### src/design/rdat_pkg.sv
// rdat_pkg: shared types and constants for the reliable datagram ack tracker
// no dependencies
`default_nettype none
package rdat_pkg;
  localparam logic [1:0] MODE_RX = 2'd0;
  localparam logic [1:0] MODE_TX = 2'd1;
  localparam logic [1:0] MODE_TICK = 2'd2;
  localparam logic [1:0] MODE_NOP = 2'd3;

  localparam logic [2:0] KIND_VERDICT = 3'd0;
  localparam logic [2:0] KIND_DATA = 3'd1;
  localparam logic [2:0] KIND_RESEND = 3'd2;
  localparam logic [2:0] KIND_KEEPALIVE = 3'd3;
  localparam logic [2:0] KIND_STATUS = 3'd4;

  localparam logic [1:0] REG_RESEND = 2'd0;
  localparam logic [1:0] REG_KEEPALIVE = 2'd1;
  localparam logic [1:0] REG_TIMEOUT = 2'd2;
  localparam logic [1:0] REG_FROM_START = 2'd3;

  localparam int AckSpan = 33;

  // most resends issued by one tick
  localparam logic [5:0] RESEND_CAP = 6'd32;

  // one-hot sequencer states
  typedef enum logic [7:0] {
    ST_IDLE  = 8'b0000_0001,
    ST_ACK   = 8'b0000_0010,  // sweep table releasing acked ids
    ST_FIND  = 8'b0000_0100,  // search for same id / free slot
    ST_REC   = 8'b0000_1000,  // write recorded entry
    ST_SCAN  = 8'b0001_0000,  // tick resend scan
    ST_KEEP  = 8'b0010_0000,
    ST_STAT  = 8'b0100_0000,
    ST_RXOUT = 8'b1000_0000
  } state_e;

  typedef struct packed {
    logic       vld;
    logic [2:0] kind;
    logic [30:0] seq;
    logic       deliver;
    logic       closed;
    logic       last;
  } res_t;
endpackage
`default_nettype wire

### src/design/reliable_datagram_ack_tracker.sv
// reliable_datagram_ack_tracker: top level sequencer around the pending table (rdat_pkg, rdat_pend_mem)
// data header in the cycle after start; verdict from ST_RXOUT, after an ST_ACK sweep for a valid ack
// tick status from ST_STAT after ST_SCAN and ST_KEEP; in the cycle after start if the link is closed
// busy: reliable send, ack sweep and tick each read the whole table, one read a cycle
// reset clears the valid bits and control state at once; no clearing pass
// results are strobed for one cycle each, the receiver cannot stall
`default_nettype none
module reliable_datagram_ack_tracker #(
  parameter int PENDING_DEPTH = 32
) (
  input  wire logic        clk_i,
  input  wire logic        rst_ni,
  input  wire logic        start,
  output      logic        busy,
  input  wire logic        cfg_we_i,
  input  wire logic [1:0]  cfg_idx_i,
  input  wire logic [15:0] cfg_data_i,
  input  wire logic [1:0]  mode_i,
  input  wire logic [30:0] rx_seq_i,
  input  wire logic signed [31:0] rx_ack_i,
  input  wire logic [31:0] rx_ack_bits_i,
  input  wire logic        rx_has_payload_i,
  input  wire logic        tx_reliable_i,
  output      logic        res_valid_o,
  output      logic [2:0]  kind_o,
  output      logic [30:0] seq_id_o,
  output      logic signed [31:0] ack_id_o,
  output      logic [31:0] ack_bits_o,
  output      logic        deliver_o,
  output      logic        closed_o,
  output      logic        last_o
);
  import rdat_pkg::*;
  localparam int Aw = (PENDING_DEPTH > 1) ? $clog2(PENDING_DEPTH) : 1;
  localparam int Cw = $clog2(PENDING_DEPTH + 2);

  // configuration registers
  logic [15:0] resend_q, keep_q, tmo_q;
  logic        from_start_q;
  always_ff @(posedge clk_i or negedge rst_ni) begin
    if (!rst_ni) begin
      resend_q <= 16'd1000; keep_q <= 16'd250; tmo_q <= 16'd5000; from_start_q <= 1'b1;
    end else if (cfg_we_i) begin
      unique case (cfg_idx_i)
        REG_RESEND:     resend_q <= cfg_data_i;
        REG_KEEPALIVE:  keep_q <= cfg_data_i;
        REG_TIMEOUT:    tmo_q <= cfg_data_i;
        REG_FROM_START: from_start_q <= cfg_data_i[0];
        default: ;
      endcase
    end
  end

  state_e state_q, state_d;
  logic [31:0] high_q, high_d;
  logic [32:0] win_q, win_d;
  logic [30:0] next_q, next_d;
  logic [PENDING_DEPTH-1:0] pv_q, pv_d;
  logic [31:0] now_q, now_d, ltx_q, ltx_d, lrx_q, lrx_d, txb_q, txb_d;
  logic rxs_q, rxs_d;
  logic [Cw-1:0] cnt_q, cnt_d;
  logic [31:0] ack_q, ack_d, bits_q, bits_d;
  logic [30:0] sid_q, sid_d;
  logic dlv_q, dlv_d;
  logic same_q, same_d, free_q, free_d;
  logic [Aw-1:0] slot_q, slot_d;
  logic [5:0] rsn_q, rsn_d;
  res_t res_q, res_d;

  logic we;
  logic [Aw-1:0] waddr, raddr;
  logic [62:0] wdata, rdata;
  rdat_pend_mem #(.Depth(PENDING_DEPTH), .Aw(Aw)) u_mem (
    .clk_i, .we_i(we), .waddr_i(waddr), .wdata_i(wdata),
    .raddr_i(raddr), .rdata_o(rdata)
  );

  // entry index whose read data arrives this cycle
  logic [Aw-1:0] cur;
  logic [30:0] rseq;
  logic [31:0] rtime, age;
  logic [32:0] diff;
  logic acked;
  assign cur = Aw'(cnt_q - Cw'(1));
  assign rseq = rdata[62:32];
  assign rtime = rdata[31:0];
  assign age = now_q - rtime;
  // ack test: id == ack, or ack - id in 1..32 with bit set
  assign diff = {2'b0, ack_q[30:0]} - {2'b0, rseq};
  always_comb begin
    acked = 1'b0;
    if (diff == 33'd0) acked = 1'b1;
    else if (!diff[32] && diff <= 33'd32) acked = bits_q[5'(diff[5:0] - 6'd1)];
  end

  assign busy = (state_q != ST_IDLE);

  always_comb begin
    logic [32:0] d;
    logic [32:0] k;
    state_d = state_q; high_d = high_q; win_d = win_q; next_d = next_q;
    pv_d = pv_q; now_d = now_q; ltx_d = ltx_q; lrx_d = lrx_q; txb_d = txb_q;
    rxs_d = rxs_q; cnt_d = cnt_q; ack_d = ack_q; bits_d = bits_q; sid_d = sid_q;
    dlv_d = dlv_q; same_d = same_q; free_d = free_q; slot_d = slot_q;
    rsn_d = rsn_q;
    res_d = '0; we = 1'b0; waddr = cur; wdata = {rseq, now_q};
    raddr = cnt_q[Aw-1:0];
    d = '0; k = '0;
    unique case (state_q)
      ST_IDLE: begin
        cnt_d = '0;
        raddr = '0;
        if (start) begin
          cnt_d = Cw'(1);
          case (mode_i)
            MODE_RX: begin
              lrx_d = now_q; rxs_d = 1'b1;
              d = {2'b0, rx_seq_i} - {high_q[31], high_q};
              if (!d[32] && d != 33'd0) begin
                win_d = (d >= 33'd33) ? '0 : win_q << d[5:0];
                high_d = {1'b0, rx_seq_i};
              end
              dlv_d = 1'b0;
              if (rx_has_payload_i) begin
                k = {high_d[31], high_d} - {2'b0, rx_seq_i};
                if (!k[32] && k <= 33'd32 && !win_d[k[5:0]]) begin
                  win_d[k[5:0]] = 1'b1; dlv_d = 1'b1;
                end
              end
              ack_d = rx_ack_i; bits_d = rx_ack_bits_i;
              state_d = rx_ack_i[31] ? ST_RXOUT : ST_ACK;
            end
            MODE_TX: begin
              next_d = next_q + 31'd1; sid_d = next_q + 31'd1;
              ltx_d = now_q;
              same_d = 1'b0; free_d = 1'b0;
              res_d = '{vld: 1'b1, kind: KIND_DATA, seq: next_q + 31'd1,
                        deliver: 1'b0, closed: 1'b0, last: 1'b1};
              state_d = tx_reliable_i ? ST_FIND : ST_IDLE;
            end
            MODE_TICK: begin
              now_d = now_q + 32'd1; txb_d = ltx_q; rsn_d = '0;
              if ((rxs_q || from_start_q) && (now_q + 32'd1 - lrx_q) >= {16'd0, tmo_q}) begin
                res_d = '{vld: 1'b1, kind: KIND_STATUS, seq: '0,
                          deliver: 1'b0, closed: 1'b1, last: 1'b1};
                state_d = ST_IDLE;
              end else begin
                state_d = ST_SCAN;
              end
            end
            default: ;
          endcase
        end
      end
      ST_ACK: begin
        if (pv_q[cur] && acked) pv_d[cur] = 1'b0;
        cnt_d = cnt_q + Cw'(1);
        if (cnt_q == Cw'(PENDING_DEPTH)) state_d = ST_RXOUT;
      end
      ST_RXOUT: begin
        res_d = '{vld: 1'b1, kind: KIND_VERDICT, seq: '0,
                  deliver: dlv_q, closed: 1'b0, last: 1'b1};
        state_d = ST_IDLE;
      end
      ST_FIND: begin
        // first valid same-id slot wins, else first free slot
        if (pv_q[cur] && rseq == sid_q && !same_q) begin
          same_d = 1'b1; slot_d = cur;
        end else if (!pv_q[cur] && !free_q && !same_q) begin
          free_d = 1'b1; slot_d = cur;
        end
        cnt_d = cnt_q + Cw'(1);
        if (cnt_q == Cw'(PENDING_DEPTH)) state_d = ST_REC;
      end
      ST_REC: begin
        if (same_q || free_q) begin
          we = 1'b1; waddr = slot_q; wdata = {sid_q, now_q}; pv_d[slot_q] = 1'b1;
        end
        state_d = ST_IDLE;
      end
      ST_SCAN: begin
        // stale entries are resent in table order, up to the cap per tick
        if (pv_q[cur] && age >= {16'd0, resend_q} && rsn_q != RESEND_CAP) begin
          res_d = '{vld: 1'b1, kind: KIND_RESEND, seq: rseq,
                    deliver: 1'b0, closed: 1'b0, last: 1'b0};
          we = 1'b1; ltx_d = now_q; rsn_d = rsn_q + 6'd1;
        end
        cnt_d = cnt_q + Cw'(1);
        if (cnt_q == Cw'(PENDING_DEPTH)) state_d = ST_KEEP;
      end
      ST_KEEP: begin
        if ((now_q - txb_q) >= {16'd0, keep_q}) begin
          next_d = next_q + 31'd1; ltx_d = now_q;
          res_d = '{vld: 1'b1, kind: KIND_KEEPALIVE, seq: next_q + 31'd1,
                    deliver: 1'b0, closed: 1'b0, last: 1'b0};
        end
        state_d = ST_STAT;
      end
      ST_STAT: begin
        res_d = '{vld: 1'b1, kind: KIND_STATUS, seq: '0,
                  deliver: 1'b0, closed: 1'b0, last: 1'b1};
        state_d = ST_IDLE;
      end
      default: state_d = ST_IDLE;
    endcase
  end

  // control state
  always_ff @(posedge clk_i or negedge rst_ni) begin
    if (!rst_ni) begin
      state_q <= ST_IDLE; high_q <= '1; win_q <= '0; next_q <= '0; pv_q <= '0;
      now_q <= '0; ltx_q <= '0; lrx_q <= '0; rxs_q <= 1'b0; cnt_q <= '0;
      res_q <= '0;
    end else begin
      state_q <= state_d; high_q <= high_d; win_q <= win_d; next_q <= next_d;
      pv_q <= pv_d; now_q <= now_d; ltx_q <= ltx_d; lrx_q <= lrx_d; rxs_q <= rxs_d;
      cnt_q <= cnt_d; res_q <= res_d;
    end
  end

  // item payload registers
  always_ff @(posedge clk_i) begin
    txb_q <= txb_d; ack_q <= ack_d; bits_q <= bits_d; sid_q <= sid_d;
    dlv_q <= dlv_d; same_q <= same_d; free_q <= free_d;
    slot_q <= slot_d; rsn_q <= rsn_d;
  end

  // result transfer
  assign res_valid_o = res_q.vld;
  assign kind_o = res_q.kind;
  assign seq_id_o = res_q.seq;
  assign ack_id_o = high_q;
  assign ack_bits_o = win_q[32:1];
  assign deliver_o = res_q.deliver;
  assign closed_o = res_q.closed;
  assign last_o = res_q.last;
endmodule
`default_nettype wire

### src/design/rdat_pend_mem.sv
// rdat_pend_mem: pending table storage, sequence id and send time per slot
// no dependencies; one write port, one registered read port
`default_nettype none
module rdat_pend_mem #(
  parameter int Depth = 32,
  parameter int Aw = 5
) (
  input  wire logic          clk_i,
  input  wire logic          we_i,
  input  wire logic [Aw-1:0] waddr_i,
  input  wire logic [62:0]   wdata_i,
  input  wire logic [Aw-1:0] raddr_i,
  output      logic [62:0]   rdata_o
);
  logic [62:0] mem_q [Depth];

  // write port
  always_ff @(posedge clk_i) begin
    if (we_i) begin
      mem_q[waddr_i] <= wdata_i;
    end
  end

  // registered read port
  always_ff @(posedge clk_i) begin
    rdata_o <= mem_q[raddr_i];
  end
endmodule
`default_nettype wire

### config.mk
export PLATFORM = sky130hd
export DESIGN_NAME = reliable_datagram_ack_tracker
export DESIGN_NICKNAME = d
export VERILOG_FILES = /design/src/design/rdat_pkg.sv /design/src/design/reliable_datagram_ack_tracker.sv /design/src/design/rdat_pend_mem.sv
export SDC_FILE = /design/constraint.sdc
export NUM_CORES = 2
export LEC_CHECK = 0
export CAP_MARGIN = 20
export CORE_MARGIN = 2
export CORE_UTILIZATION = 68
export CTS_BUF_LIST = sky130_fd_sc_hd__clkbuf_8 sky130_fd_sc_hd__clkbuf_16
export DETAILED_ROUTE_END_ITERATION = 10
export DONT_BUFFER_PORTS = 1
export PLACE_DENSITY_LB_ADDON = 0.08
export SLEW_MARGIN = 25
export SYNTH_ARGS = -nofsm -noshare
export SYNTH_HDL_FRONTEND = slang
export SYNTH_SLANG_ARGS = --single-unit
### constraint.sdc
create_clock -name clk_i -period 15.3 [get_ports clk_i]
set_input_delay 2.295 -clock clk_i [delete_from_list [all_inputs] [get_ports clk_i]]
set_output_delay 2.295 -clock clk_i [all_outputs]
set_load 0.05 [all_outputs]
==> results.toml <==
[outcome]
outcome = "completed"

[logic_synthesis]
ys_seq_area_frac = 0.627
async_flop_share = 0.128
synth_top_area_cell = "edfxtp_1"
yosysUniqueCellTypes = 110
synth_top_area_frac = 0.547
synth-edff-count = 2156
synth_most_common_cell = "edfxtp_1"
ys_seq_elements = 2545
synth.area.top_cells = "edfxtp_1 (55%), dfrtp_1 (5.8%), nand2_1 (4.6%)"
syn-num-nets = 10351
yosys_warnings = 0
synth.avg_cell_area_um2 = 11.9
synthCells = 9977
ys.flop_type = "edfxtp_1"
synth_area_um2 = 118000
synth_commonest_cells = "edfxtp_1 (2156), nand2_1 (1444), clkbuf_1 (572)"

[pwr]
p_clk_frac = 0.275
netSwitchingFraction = 0.371
finalPower_w = 0.0228
p_seq_frac = 0.378
power_frac_comb = 0.347
internal-power_w = 0.0143
ir_drop_v = 0.000253
p_leak_nw = 47.1
power.density_nw_per_um2 = 176
switchingPower_w = 0.00845

[floorplan]
core-area_um2 = 173000
io_pins = 224
die_area_um2 = 177000
start_util = 0.682
dieHeight_um = 421
rows = 153
die_width_um = 421

[layout]
area_delta_synth_final_pct = 9.07
num-nets-final = 10082
post-route-util = 0.744
drive_gt1_frac = 0.0873
fin_area_um2 = 129000

[clocking]
clock-sinks = 2545
cts_resized = 0
cts_inserted_buffers = 241
tritoncts = "yes"
clock_latency_ns = 0.89
post-cts-setup-buffer-count = 0
cts_buffer_depth = 3
htree_levels = 4
path_clk_slew_ns = 0.07
cts-root-buf = "clkbuf_16"
hold_buffers = 0

[grt]
grt_pass1_wl_mm = 528
overflow = 0
track_usage = 0.395
grt_pass1_vias = 82725
antenna_found_initial = 6
grt_max_degree = 327

[setup_path]
crit_family = "simple AND/OR/NAND/NOR gates"
crit_fanout = 8
crit_path_max_incr_delay_ns = 0.66
r2r_start = "ack_id_o[0]"
critPathKind = "input pin to register"
startpoint_type = "input pin"
rrSetupSlack_ns = 5.70
crit_path_top_delay_cell = "nor4b_2"
cp.required_ns = 16.12
worst_ep_arrival_time_ns = 11.15
endpoint_kind = "register"
reg2regPathDepth = 28
worst_r2r_endpoint = "win_q[15]"
crit_cells = 29
cp_num_buf_inv = 2

[timing]
setup_tns_ns = 0
worst_slew_pin_slew_ns = 1.18
fin_skew_ns = 0.0528
slew_violations = 0
slew_headroom = 0.214
period_minus_slack_ns = 10.33
fmaxAchievable_ghz = 0.0968
fin_ws_ns = 4.97
hold_violations = 0
rsz0062_at_grt = "no"
fin_crit_sh = 0.675
setup_violations = 0

[drt]
postRouteAntennaNets = 0
drt_first_iter_violations = 13653
drc_errors = 0
routed_wirelength_mm = 358
num_vias = 86960
vias_per_cell = 7.10
drt_pass1_iterations = 8
wl_per_cell_um = 29.2

[placement]
dp_hpwl_mm = 203
dpl-instance-area_um2 = 121000
io_buffers = 0
gp_congestion = 0.960
place_ws_ns = 4.30

[hold_path]
worstHoldPathType = "register to register"
whs_path_depth = 0
holdPathEnd = "txb_q[23]"
worstHoldStart = "ltx_q[23]"

[run]
maxCapViolCount = 0
[stage by stage]
stage | hold WS, ns | std cells
floorplan | 0.419 | 9977
global placement | 0.425 | 11787
detailed placement | 0.428 | 11789
CTS | 0.439 | 12247
global route | 0.456 | 12248
finish | 0.437 | 12254
[sequential cells by signal (all words and copies together), names as in the netlist, 3 cells and up]
signal         flops
keep_q            16
slot_q             5
seq_id_o          31
u_mem.mem_q     2016
cnt_q              6
kind_o             3
resend_q          16
lrx_q             32
txb_q             32
pv_q              32
u_mem.rdata_o     63
sid_q             31
state_q            8
ltx_q             32
now_q             32
next_q            31
bits_q            32
ack_q             31
win_q             33
rsn_q              6
tmo_q             16
ack_id_o          32
[worst register-to-register path: cells and delay by family, from the launching register on]
kind            cells  cell delay [ns]
compound gates     10             3.02
xor+xnor            1             0.52
fa+ha+maj           4             1.18
buf+inv             1             0.05
flops               1             0.77
mux                 1             0.45
simple gates       11             3.53
[power groups by stage]
stage | Clock, W | Sequential (W) | Combinational, W
final | 0.00626 | 0.00861 | 0.00789
after global routing | 0.00653 | 0.00862 | 0.00847
after CTS | 0.00626 | 0.00860 | 0.00768
after detailed placement | 0 | 0.00874 | 0.00760
after global placement | 0 | 0.00873 | 0.00744
after floorplan | 0 | 0.00865 | 0.00535
[metal layers]
metal	vias to the layer above	part of all wire	global-route usage
met5	-	0.000084	0
met4	6	0.045	0.168
met3	931	0.13	0.0819
met2	6401	0.46	0.608
met1	42545	0.37	0.553
li1	37077	-	-
[cells by family after synthesis]
group / after synthesis / synth area share
AO/OA/AOI/OAI: 2347 / 0.135
multiplexers: 203 / 0.0232
flip-flops: 2545 / 0.627
buffers and inverters: 1075 / 0.0360
XOR/XNOR: 218 / 0.0161
AND/OR/NAND/NOR: 3336 / 0.136
adder cells (fa/ha/maj): 253 / 0.0271
[layout by cell type, fill, tap and decap left out, types with 80 or more instances in the layout]
master / n
edfxtp_1: 2156
nand2_1: 1438
a21oi_1: 531
o211ai_1: 524
or3_1: 511
nand3_1: 500
inv_1: 409
nor2_1: 300
dfrtp_1: 271
o21ai_0: 270
ha_1: 246
clkbuf_16: 245
buf_4: 180
a31oi_1: 151
xnor2_1: 142
a311oi_1: 124
and3_1: 114
a211oi_1: 105
nor3_1: 90
a21o_1: 82
o31ai_1: 80
[worst max path at each step]
| stage | from | endpoint | slack (ns) |
|---|---|---|---|
| after global placement | rx_seq_i[0] | win_q[9] | 4.32 |
| after floorplan | rx_seq_i[0] | win_q[31] | 6.24 |
| after global routing | rx_seq_i[0] | win_q[15] | 4.44 |
| after detailed placement | rx_seq_i[0] | win_q[11] | 4.30 |
| after CTS | rx_seq_i[0] | win_q[11] | 5.20 |
| final | rx_seq_i[0] | win_q[15] | 4.97 |
[final cells by class]
class	count	area [µm²]
multi-input cells	6357	40600
inverters	371	1410
repair buffers	192	1590
clock inverters	198	2020
diodes	6	15.0
clock buffers	260	6340
fillers	10879	44300
well taps	2325	2910
flip-flops and latches	2545	74200
Power figures use the tool's default switching activity.
